### config.mk
export PLATFORM = sky130hd
export DESIGN_NAME = pli_ctrl
export DESIGN_NICKNAME = d
export VERILOG_FILES = /design/src/rtl/pli_pkg.sv /design/src/rtl/pli_ctrl.sv
export SDC_FILE = /design/constraint.sdc
export NUM_CORES = 1
export LEC_CHECK = 0
export BUFFER_PORTS_ARGS = -buffer_cell sky130_fd_sc_hd__buf_2
export CAP_MARGIN = 20
export CORE_AREA = 4 4 41 43
export CTS_BUF_LIST = sky130_fd_sc_hd__clkbuf_4 sky130_fd_sc_hd__clkbuf_8 sky130_fd_sc_hd__clkbuf_16
export CTS_CLUSTER_SIZE = 20
export DETAILED_ROUTE_END_ITERATION = 7
export DIE_AREA = 0 0 45 47
export PLACE_DENSITY = 0.63
export SLEW_MARGIN = 0
export SYNTH_ARGS = -nofsm -noshare
export SYNTH_HDL_FRONTEND = slang
export SYNTH_SLANG_ARGS = --single-unit
### constraint.sdc
create_clock -name clk -period 1.4 [get_ports clk]
set_clock_uncertainty 0.2 [all_clocks]
set_input_delay 0.07 -clock clk [delete_from_list [all_inputs] [get_ports clk]]
set_output_delay 0.07 -clock clk [all_outputs]
set_load 0.005 [all_outputs]
### src/rtl/pli_pkg.sv
`timescale 1ns / 1ps

package pli_pkg;

  localparam int MAX_POINTS = 64;
  localparam int ADDR_W     = $clog2(MAX_POINTS);
  localparam int IDX_W      = ADDR_W + 1;
  localparam int ENTRY_W    = 6;
  localparam int COUNT_W    = 7;
  localparam int DATA_W     = 32;
  localparam int PROD_W     = 2 * DATA_W;
  localparam int DCNT_W     = $clog2(PROD_W);
  localparam int STAT_W     = 2;
  localparam int IN_DATA_W  = 104;

  localparam logic [COUNT_W-1:0] COUNT_RESET = COUNT_W'(2);

  localparam logic OP_LOAD  = 1'b0;
  localparam logic OP_QUERY = 1'b1;

  localparam logic [STAT_W-1:0] STAT_OK    = 2'd0;
  localparam logic [STAT_W-1:0] STAT_OOR   = 2'd1;
  localparam logic [STAT_W-1:0] STAT_DEGEN = 2'd2;

  typedef enum logic [2:0] {
    S_IDLE,
    S_SCAN,
    S_MUL,
    S_DIV,
    S_FIN,
    S_OUT
  } pli_state_t;

  typedef struct packed {
    logic load_wr;
    logic query_start;
    logic scan_step;
    logic seg_latch;
    logic set_oor;
    logic set_degen;
    logic mul_go;
    logic div_step;
    logic fin_go;
    logic out_load;
  } pli_cmd_t;

  typedef struct packed {
    logic few_points;
    logic cmp_valid;
    logic hit;
    logic degen;
    logic last;
    logic div_done;
  } pli_stat_t;

endpackage

### src/rtl/pli_ctrl.sv
`timescale 1ns / 1ps

module pli_ctrl
  import pli_pkg::*;
(
  input  logic      clk,
  input  logic      rst_n,
  input  logic      in_tvalid,
  output logic      in_tready,
  input  logic      opcode,
  input  logic      out_tready,
  output logic      out_tvalid,
  input  pli_stat_t stat,
  output pli_cmd_t  cmd
);

  pli_state_t state_r, state_nxt;
  logic       out_valid_r, out_valid_nxt;
  logic       accept;

  always_ff @(posedge clk) begin
    if (!rst_n) begin
      state_r     <= S_IDLE;
      out_valid_r <= 1'b0;
    end else begin
      state_r     <= state_nxt;
      out_valid_r <= out_valid_nxt;
    end
  end

  assign in_tready  = (state_r == S_IDLE);
  assign out_tvalid = out_valid_r;
  assign accept     = in_tvalid && in_tready;

  always_comb begin
    state_nxt = state_r;
    cmd       = '0;
    case (state_r)
      S_IDLE: begin
        if (accept) begin
          if (opcode == OP_LOAD) begin
            cmd.load_wr = 1'b1;
          end else begin
            cmd.query_start = 1'b1;
            if (stat.few_points) begin
              cmd.set_oor = 1'b1;
              state_nxt   = S_OUT;
            end else begin
              state_nxt = S_SCAN;
            end
          end
        end
      end
      S_SCAN: begin
        if (stat.cmp_valid && stat.hit) begin
          if (stat.degen) begin
            cmd.set_degen = 1'b1;
            state_nxt     = S_OUT;
          end else begin
            cmd.seg_latch = 1'b1;
            state_nxt     = S_MUL;
          end
        end else if (stat.cmp_valid && stat.last) begin
          cmd.set_oor = 1'b1;
          state_nxt   = S_OUT;
        end else begin
          cmd.scan_step = 1'b1;
        end
      end
      S_MUL: begin
        cmd.mul_go = 1'b1;
        state_nxt  = S_DIV;
      end
      S_DIV: begin
        cmd.div_step = 1'b1;
        if (stat.div_done) begin
          state_nxt = S_FIN;
        end
      end
      S_FIN: begin
        cmd.fin_go = 1'b1;
        state_nxt  = S_OUT;
      end
      S_OUT: begin
        if (!out_valid_r || out_tready) begin
          cmd.out_load = 1'b1;
          state_nxt    = S_IDLE;
        end
      end
      default: begin
        state_nxt = S_IDLE;
      end
    endcase
  end

  always_comb begin
    out_valid_nxt = out_valid_r;
    if (cmd.out_load) begin
      out_valid_nxt = 1'b1;
    end else if (out_tready) begin
      out_valid_nxt = 1'b0;
    end
  end

endmodule

# After elaboration in Yosys (flattened, before gate mapping)
# Cells that the tools add are included.
totals:
  reg_bits: 4
  memories: 0
  latch_bits: 0
  inputBits: 11
  ram_bits: 0
  romBits: 0
op_classes:
  n_addsub: 0
  div: 0
  multipliers: 0
  magnitude_cmp: 0
  n_reduce_logical: 8
  eq_ne: 10
  n_mux: 34
  n_shift: 0
  bitwise: 0
op_table:
  columns: ["operator", "n"]
  rows:
  - ["3-bit 2-to-1 mux", 8]
  - ["1-bit 2-to-1 mux", 21]
  - ["3-bit one-hot mux with 6 select lines", 1]
  - ["3-bit by 2-bit equality test with 1-bit output, second input constant", 2]
  - ["3-bit equality test, second input constant", 2]
  - ["2-bit 2-to-1 mux", 3]
  - ["5-bit AND reduction", 1]
  - ["2-bit by 1-bit inequality test with 1-bit output, second input constant", 2]
  - ["2-bit inequality test, second input constant", 2]
  - ["3-bit by 1-bit equality test with 1-bit output, second input constant", 1]
  - ["1-bit logical AND", 3]
  - ["3-bit logical NOT", 1]
  - ["3-bit inequality test, second input constant", 1]
  - ["1-bit one-hot mux with 2 select lines", 1]
  - ["2-bit nonzero test", 1]
  - ["1-bit logical NOT", 1]
  - ["1-bit logical OR", 1]

# Logic depth before layout (Yosys ltp)
# Gate-level depths: netlist (run 1).
logic_depth:
  word_depth: 5
  depth_mapped: 5

# Worst setup path before layout (run 1)
# No wires, ideal clock.
synth_path:
  kind: "register -> register"
  start: "register state_r[1]"
  end: "register state_r[0]"
  arrival_time_ps: 1068
  path_stages_with_launch: 6
  setup_slack_ps: 12
  setup_time_ps: 120
  required_time_ps: 1080
  path_cell_list: "dfxtp_1 buf_2 nor3b_1 o21ai_1 nand2b_1 o31a_1"
synth_between:
  elab_chain_cells: 4
  word_cells_on_any_way: 14
  cone_classes: "eq/ne (10); mux (1); reduce/logical (3)"
synth_rtl:
  columns: ["element", "line_no", "rtl"]
  rows:
  - ["start: declaration", "pli_ctrl.sv:17", "pli_state_t state_r, state_nxt;"]
  - ["start signal: assignment", "pli_ctrl.sv:26", "state_r <= state_nxt;"]
  - ["3-bit logical NOT", "pli_ctrl.sv:31, pli_ctrl.sv:38", null]
  - ["1-bit logical AND", "pli_ctrl.sv:33", "assign accept = in_tvalid && in_tready;"]
  - ["2-bit by 1-bit inequality test with 1-bit output (no source line)", null, null]
  - ["5-bit AND reduction (no source line)", null, null]
# Parallel ways exist; a longest one is shown, timed or not.
# A chain may end at the register's enable or synchronous reset.

==> results of run 1 <==
-- per-layer routing --
metal  wire (um)  vias up  global-route usage, %
met5           0        -                      0
met4          27        0                   10.5
met3          65        2                   1.15
met2         608       14                   22.6
met1         550      226                   15.5
li1            -      262                      -
-- power groups by stage --
stage / Sequential [mW] / Clock (mW) / Combinational, mW
2_1_floorplan: 0.134 / 0 / 0.101
3_3_place_gp: 0.138 / 0 / 0.184
3_5_place_dp: 0.138 / 0 / 0.184
4_1_cts: 0.140 / 0.161 / 0.292
5_1_grt: 0.141 / 0.167 / 0.363
6_report: 0.141 / 0.147 / 0.335
-- flip-flops by register name, indices dropped and copies added, names as in the netlist --
name,cells
out_tvalid,1
state_r,3
-- layout make-up --
| class | instances | area share (%) |
|---|---|---|
| well taps | 15 | 2.37 |
| flip-flops and latches | 4 | 11.5 |
| clock buffers | 3 | 2.84 |
| repair buffers | 45 | 42.2 |
| multi-input cells | 40 | 41.1 |
-- path summary, 6_finish.rpt --
path	startpoint	cells after the start	endpoint
setup / recovery	state_r[2]$_SDFFE_PN0P_	6	cmd[5]
hold reg to reg	state_r[2]$_SDFFE_PN0P_	2	state_r[1]$_SDFFE_PN0P_
setup reg to reg	state_r[2]$_SDFFE_PN0P_	6	state_r[0]$_SDFFE_PN0P_
hold / removal	opcode	5	state_r[2]$_SDFFE_PN0P_
-- worst max-delay path: stages, from the launching register on --
cell,delay (ps)
dfxtp_4,350
buf_6,120
nor3_4,200
and3_4,220
nand2_2,50
nand2_1,50
buf_2,100
-- stage by stage --
stage	std cells	hold slack, ps	util (%)
after floorplan	48	-1.83	-
after global placement	88	155	39.7
after detailed placement	88	158	39.7
after CTS	104	53.7	56.0
after global routing	107	122	60.9
final	107	70.9	60.9
-- cells by family (layout without fill, tap and decap cells) --
kind of cell	after synthesis	after routing	synth area share, %
AO/OA/AOI/OAI	9	9	16.4
buffers and inverters	4	48	6.29
flip-flops	4	4	22.4
AND/OR/NAND/NOR	31	31	54.9
-- timing repair --
action | CTS | global route
resized for setup | 22 | 10
setup buffers | 10 | 4
setup endpoints to repair | 11 | 13
pin swaps | 10 | 7
cloned | 0 | 0
endpoints found under the hold margin | 3 | 0
hold buffers | 3 | 0
-- Yosys cell counts --
| cell | n |
|---|---|
| a21oi_1 | 2 |
| nand4b_1 | 1 |
| nand2_1 | 8 |
| o31a_1 | 1 |
| nand2b_1 | 1 |
| nor3b_1 | 4 |
| and2_1 | 2 |
| nor2b_1 | 3 |
| o2111ai_1 | 1 |
| a22oi_1 | 1 |
| o21ai_1 | 1 |
| and3_1 | 1 |
| buf_2 | 3 |
| dfxtp_1 | 4 |
| nor4bb_1 | 1 |
| nor2_1 | 3 |
| buf_4 | 1 |
| and4_1 | 1 |
| and3b_1 | 3 |
| nor3b_2 | 1 |
| a21boi_1 | 1 |
| o21ai_0 | 1 |
| nor3_1 | 1 |
| o22ai_1 | 1 |
| nor3_2 | 1 |
==> results.cfg, run 1 <==
[outcome]
status = finished, violations left
violations = setup timing

[yosys]
yosys_warnings = 0
synthDistinctLibCells = 25
yosys.area.top_type = dfxtp_1
synth-seq-cells = 4
synth_top_area_share_pct = 22.4
ys_seq_area_share_pct = 22.4
ys_top_cells_by_area = dfxtp_1 22%, nand2_1 8.4%, nor3b_1 8.4%
avgSynthCellArea_um2 = 7.46
syn_nets = 59
synth_area_um2 = 358
synthCells = 48

[pwr]
power.share.sequential_pct = 22.5
combPwrFrac_pct = 53.8
p_clk_share_pct = 23.6
swShare_pct = 30.9
power_mw = 0.623
leakage_nw = 0.392
intPower_mw = 0.431
p_per_area_mw_per_mm2 = 787
p_switching_mw = 0.193
peakVddDrop_mv = 0.493

[critical_path]
critPathArrivalTime_ps = 1340
cp_max_fo = 4
reg2reg_slack_ps = -160
worstSetupPathType = flip-flop to primary output
cp-end-kind = primary output
cp.required_ps = 1130
cp-start-kind = flip-flop

[clock_network]
path_clk_slew_ps = 40
cts_buffers = 3
cts_tree = done
root_buffer = clkbuf_4
clock_path_buffers = 2
htreeDepth = 1
insertion_delay_ps = 240
clock_sinks = 4

[detailed_routing]
wl_um = 1250
drc = 0
ant_nets = 0
wl_per_cell_um = 11.7
drt-vias-per-instance = 4.71
vias = 504
firstDrtPassIters = 4
first_iter_violations = 5

[global_route]
grt_max_degree = 7
grt_pass1_vias = 495
grt_pass1_wl_um = 2010
track_usage_pct = 13.3
grt-ovfl-total = 0
antenna_found_initial = 0

[sta]
relSlewSlack_pct = 83.9
fmax_mhz = 623
layout_setup_ws_ps = -205
rsz0062_at_grt = yes
setup_viol = 12
maxSlewViolCount = 0
hold_viol = 0
period_minus_slack_ps = 1610
fin_setup_tns_ps = -1370
min_period_over_period_pct = 115
tightest_slew_ps = 238

[placed_design]
gp_congestion = 0.789
placed_area_um2 = 517
io_buffer_count = 22
dp_worst_setup_slack_ps = -42.1

[floorplanning]
die_h_um = 47
rows = 13
core-area_mm2 = 0.00130
fp.dieW_um = 45
dieArea_mm2 = 0.00212
start_util_pct = 27.5
io-pin-count = 23

[job]
drv_cap = 0

[final_layout]
drive_gt1_share_pct = 67.4
fin_nets = 105
layout.cells.most_common = buf_2
register_area_um2 = 91.3
fin_area_um2 = 792
mostFrequentLayoutCells = 21 x buf_2, 11 x buf_6, 10 x buf_4
syn2layout_area_growth_pct = 121
fillCellCount = 120
diodes = 0
multiInputGateArea_um2 = 325

[min_path]
hold_class = input port to flip-flop
(Power assumes the default switching activity.)
==> inputs of run 2 (changes only) <==
--- a/config.mk
+++ b/config.mk
@@ -5,6 +5,7 @@
 export SDC_FILE = /design/constraint.sdc
 export NUM_CORES = 1
 export LEC_CHECK = 0
+export ABC_AREA = 1
 export BUFFER_PORTS_ARGS = -buffer_cell sky130_fd_sc_hd__buf_2
 export CAP_MARGIN = 20
 export CORE_AREA = 4 4 41 43
==> run 2 against run 1 <==
The run still ends with setup timing left; via count is 2.2% lower; global-route usage is 3.2 points lower; total power is 27% higher; setup slack better by 200 ps; cell count is 9.3% higher.
==> results.cfg, run 2 <==
[outcome]
status = finished, violations left
violations = setup timing

[yosys]
yosys-top-cells-count = 23 x nand2_1, 14 x nor2_1, 11 x inv_1, 5 x o21ai_0
yosys_warnings = 0
yosys.area.top_type = nand2_1
syn_nets = 79
synth-seq-cells = 4
avgSynthCellArea_um2 = 5.17
synth_area_um2 = 352
synthCells = 68
synthDistinctLibCells = 12
ys.flop_type = dfxtp_1
ys_seq_area_share_pct = 22.8
synth_top_area_share_pct = 24.6
ys_top_cells_by_area = nand2_1 25%, dfxtp_1 23%, nor2_1 15%
synth.most_common_cell = nand2_1
synthArstFlopShare_pct = 0
synth-edff-count = 0

[min_path]
min_path_cells = 6
hold_class = input port to flip-flop
worstHoldStart = stat[0]

[critical_path]
cp.required_ps = 1130
cp-startpoint = state_r[1]$_SDFFE_PN0P_
cp-end-kind = primary output
cp-start-kind = flip-flop
critPathArrivalTime_ps = 1140
worstSetupPathType = flip-flop to primary output
cp_max_fo = 4
r2r.worst_path.cells = 9
r2r-start = state_r[1]$_SDFFE_PN0P_

[sta]
tightest_slew_ps = 225
hold_viol = 0
period_minus_slack_ps = 1410
relSlewSlack_pct = 84.9
min_period_over_period_pct = 101
maxSlewViolCount = 0
rsz0062_at_grt = yes
layout_setup_ws_ps = -8.95
setup_viol = 2
fmax_mhz = 710

[floorplanning]
fp.dieW_um = 45
io-pin-count = 23
rows = 13
core-area_mm2 = 0.00130
die_h_um = 47
start_util_pct = 27.0
dieArea_mm2 = 0.00212

[clock_network]
insertion_delay_ps = 230
root_buffer = clkbuf_4
cts_tree = done
htreeDepth = 1
clock_path_buffers = 2
clock_sinks = 4
path_clk_slew_ps = 30
cts_buffers = 3

[detailed_routing]
drt-vias-per-instance = 4.21
wl_um = 1020
vias = 493
wl_per_cell_um = 8.72
ant_nets = 0
firstDrtPassIters = 4
first_iter_violations = 8
drc = 0

[job]
drv_cap = 0

[placed_design]
gp_congestion = 0.778
dpl.cell_count = 105
placed_area_um2 = 480
dp_hpwl_um = 782
dp_worst_setup_slack_ps = 26.5
io_buffer_count = 22

[global_route]
grt_pass1_vias = 414
grt_pass1_wl_um = 1590
antenna_found_initial = 0
grt-ovfl-total = 0
grt_max_degree = 9
track_usage_pct = 10.2

[final_layout]
mostFrequentLayoutCells = 22 x buf_2, 18 x nand2_1, 10 x nor2_1
largest_reg_flops = 3
largest_register = state_r
fin_nets = 115
diodes = 0
drive_gt1_share_pct = 51.0
fin_area_um2 = 619
layout.cells.most_common = buf_2
syn2layout_area_growth_pct = 76.2
final_cells = 117

[pwr]
p_per_area_mw_per_mm2 = 1280
peakVddDrop_mv = 0.695
leakage_nw = 0.387
-- run 2: changes by cell type in the layout (fill, tap and decap cells not counted), sizes merged, moves of 5 or more --
cell   change
nor2      +13
inv       +12
nor3b      -5
nand3      +5
buf       -12
nand2     +15
-- run 2: per-layer routing --
| metal | GRT usage [%] | part of all wire (%) |
|---|---|---|
| met2 | 15.8 | 44 |
| met1 | 13.0 | 46 |
| met3 | 1.53 | 9.7 |
| met4 | 7.02 | 0 |
| met5 | 0 | 0 |
-- run 2: final timing paths --
path | to | slack (ps)
worst max-delay path | cmd[4] | -9
worst min-delay path | state_r[1]$_SDFFE_PN0P_ | 10
worst max register to register | state_r[0]$_SDFFE_PN0P_ | 70
worst min register to register | state_r[2]$_SDFFE_PN0P_ | 350
-- run 2: cell families after synthesis --
kind of cell	synth area share [%]
AO/OA/AOI/OAI	9.25
buffers and inverters	14.9
flip-flops	22.8
AND/OR/NAND/NOR	53.0
-- run 2: what timing repair did --
action | 4_1_cts | 5_1_grt
resized for setup | 10 | 10
hold buffers | 2 | 0
setup buffers | 3 | 4
hold endpoints to repair | 4 | 0
setup endpoints to repair | 9 | 10
pin swaps | 4 | 8
-- run 2: cell type report --
type	instances	area, um^2
Clock buffer	3	22.5
Fill cell	157	682
Inverter	12	45.0
Multi-Input combinational cell	51	251
Sequential cell	4	91.3
Tap cell	15	18.8
Timing Repair Buffer	32	190
-- run 2: power by group --
part,leakage (nW),total [mW],internal (mW),switching [mW]
sequential,0.0348,0.204,0.154,0.0503
clock,0.0138,0.137,0.0955,0.0411
combinational,0.338,0.451,0.217,0.233
total,0.387,0.792,0.467,0.325
-- run 2: metrics by stage --
| step | util [%] | power [mW] | hold slack, ps | setup TNS [ps] |
|---|---|---|---|---|
| 4_1_cts | 43.4 | 0.714 | 10.2 | -130 |
| 2_1_floorplan | - | 0.410 | -32.4 | 0 |
| 5_1_grt | 47.6 | 0.876 | 62.3 | -391 |
| 3_3_place_gp | 36.9 | 0.529 | 110 | 0 |
| 3_5_place_dp | 36.9 | 0.533 | 109 | 0 |
| 6_report | 47.6 | 0.792 | 11.4 | -12.0 |
-- run 2: critical path, cell delays in order, from the launching register on --
cell and delay (ps):
dfxtp_4 350, inv_2 60, nand2_2 40, nor2_2 90, buf_4 130, nand2_2 40, nor2_1 90, buf_2 110
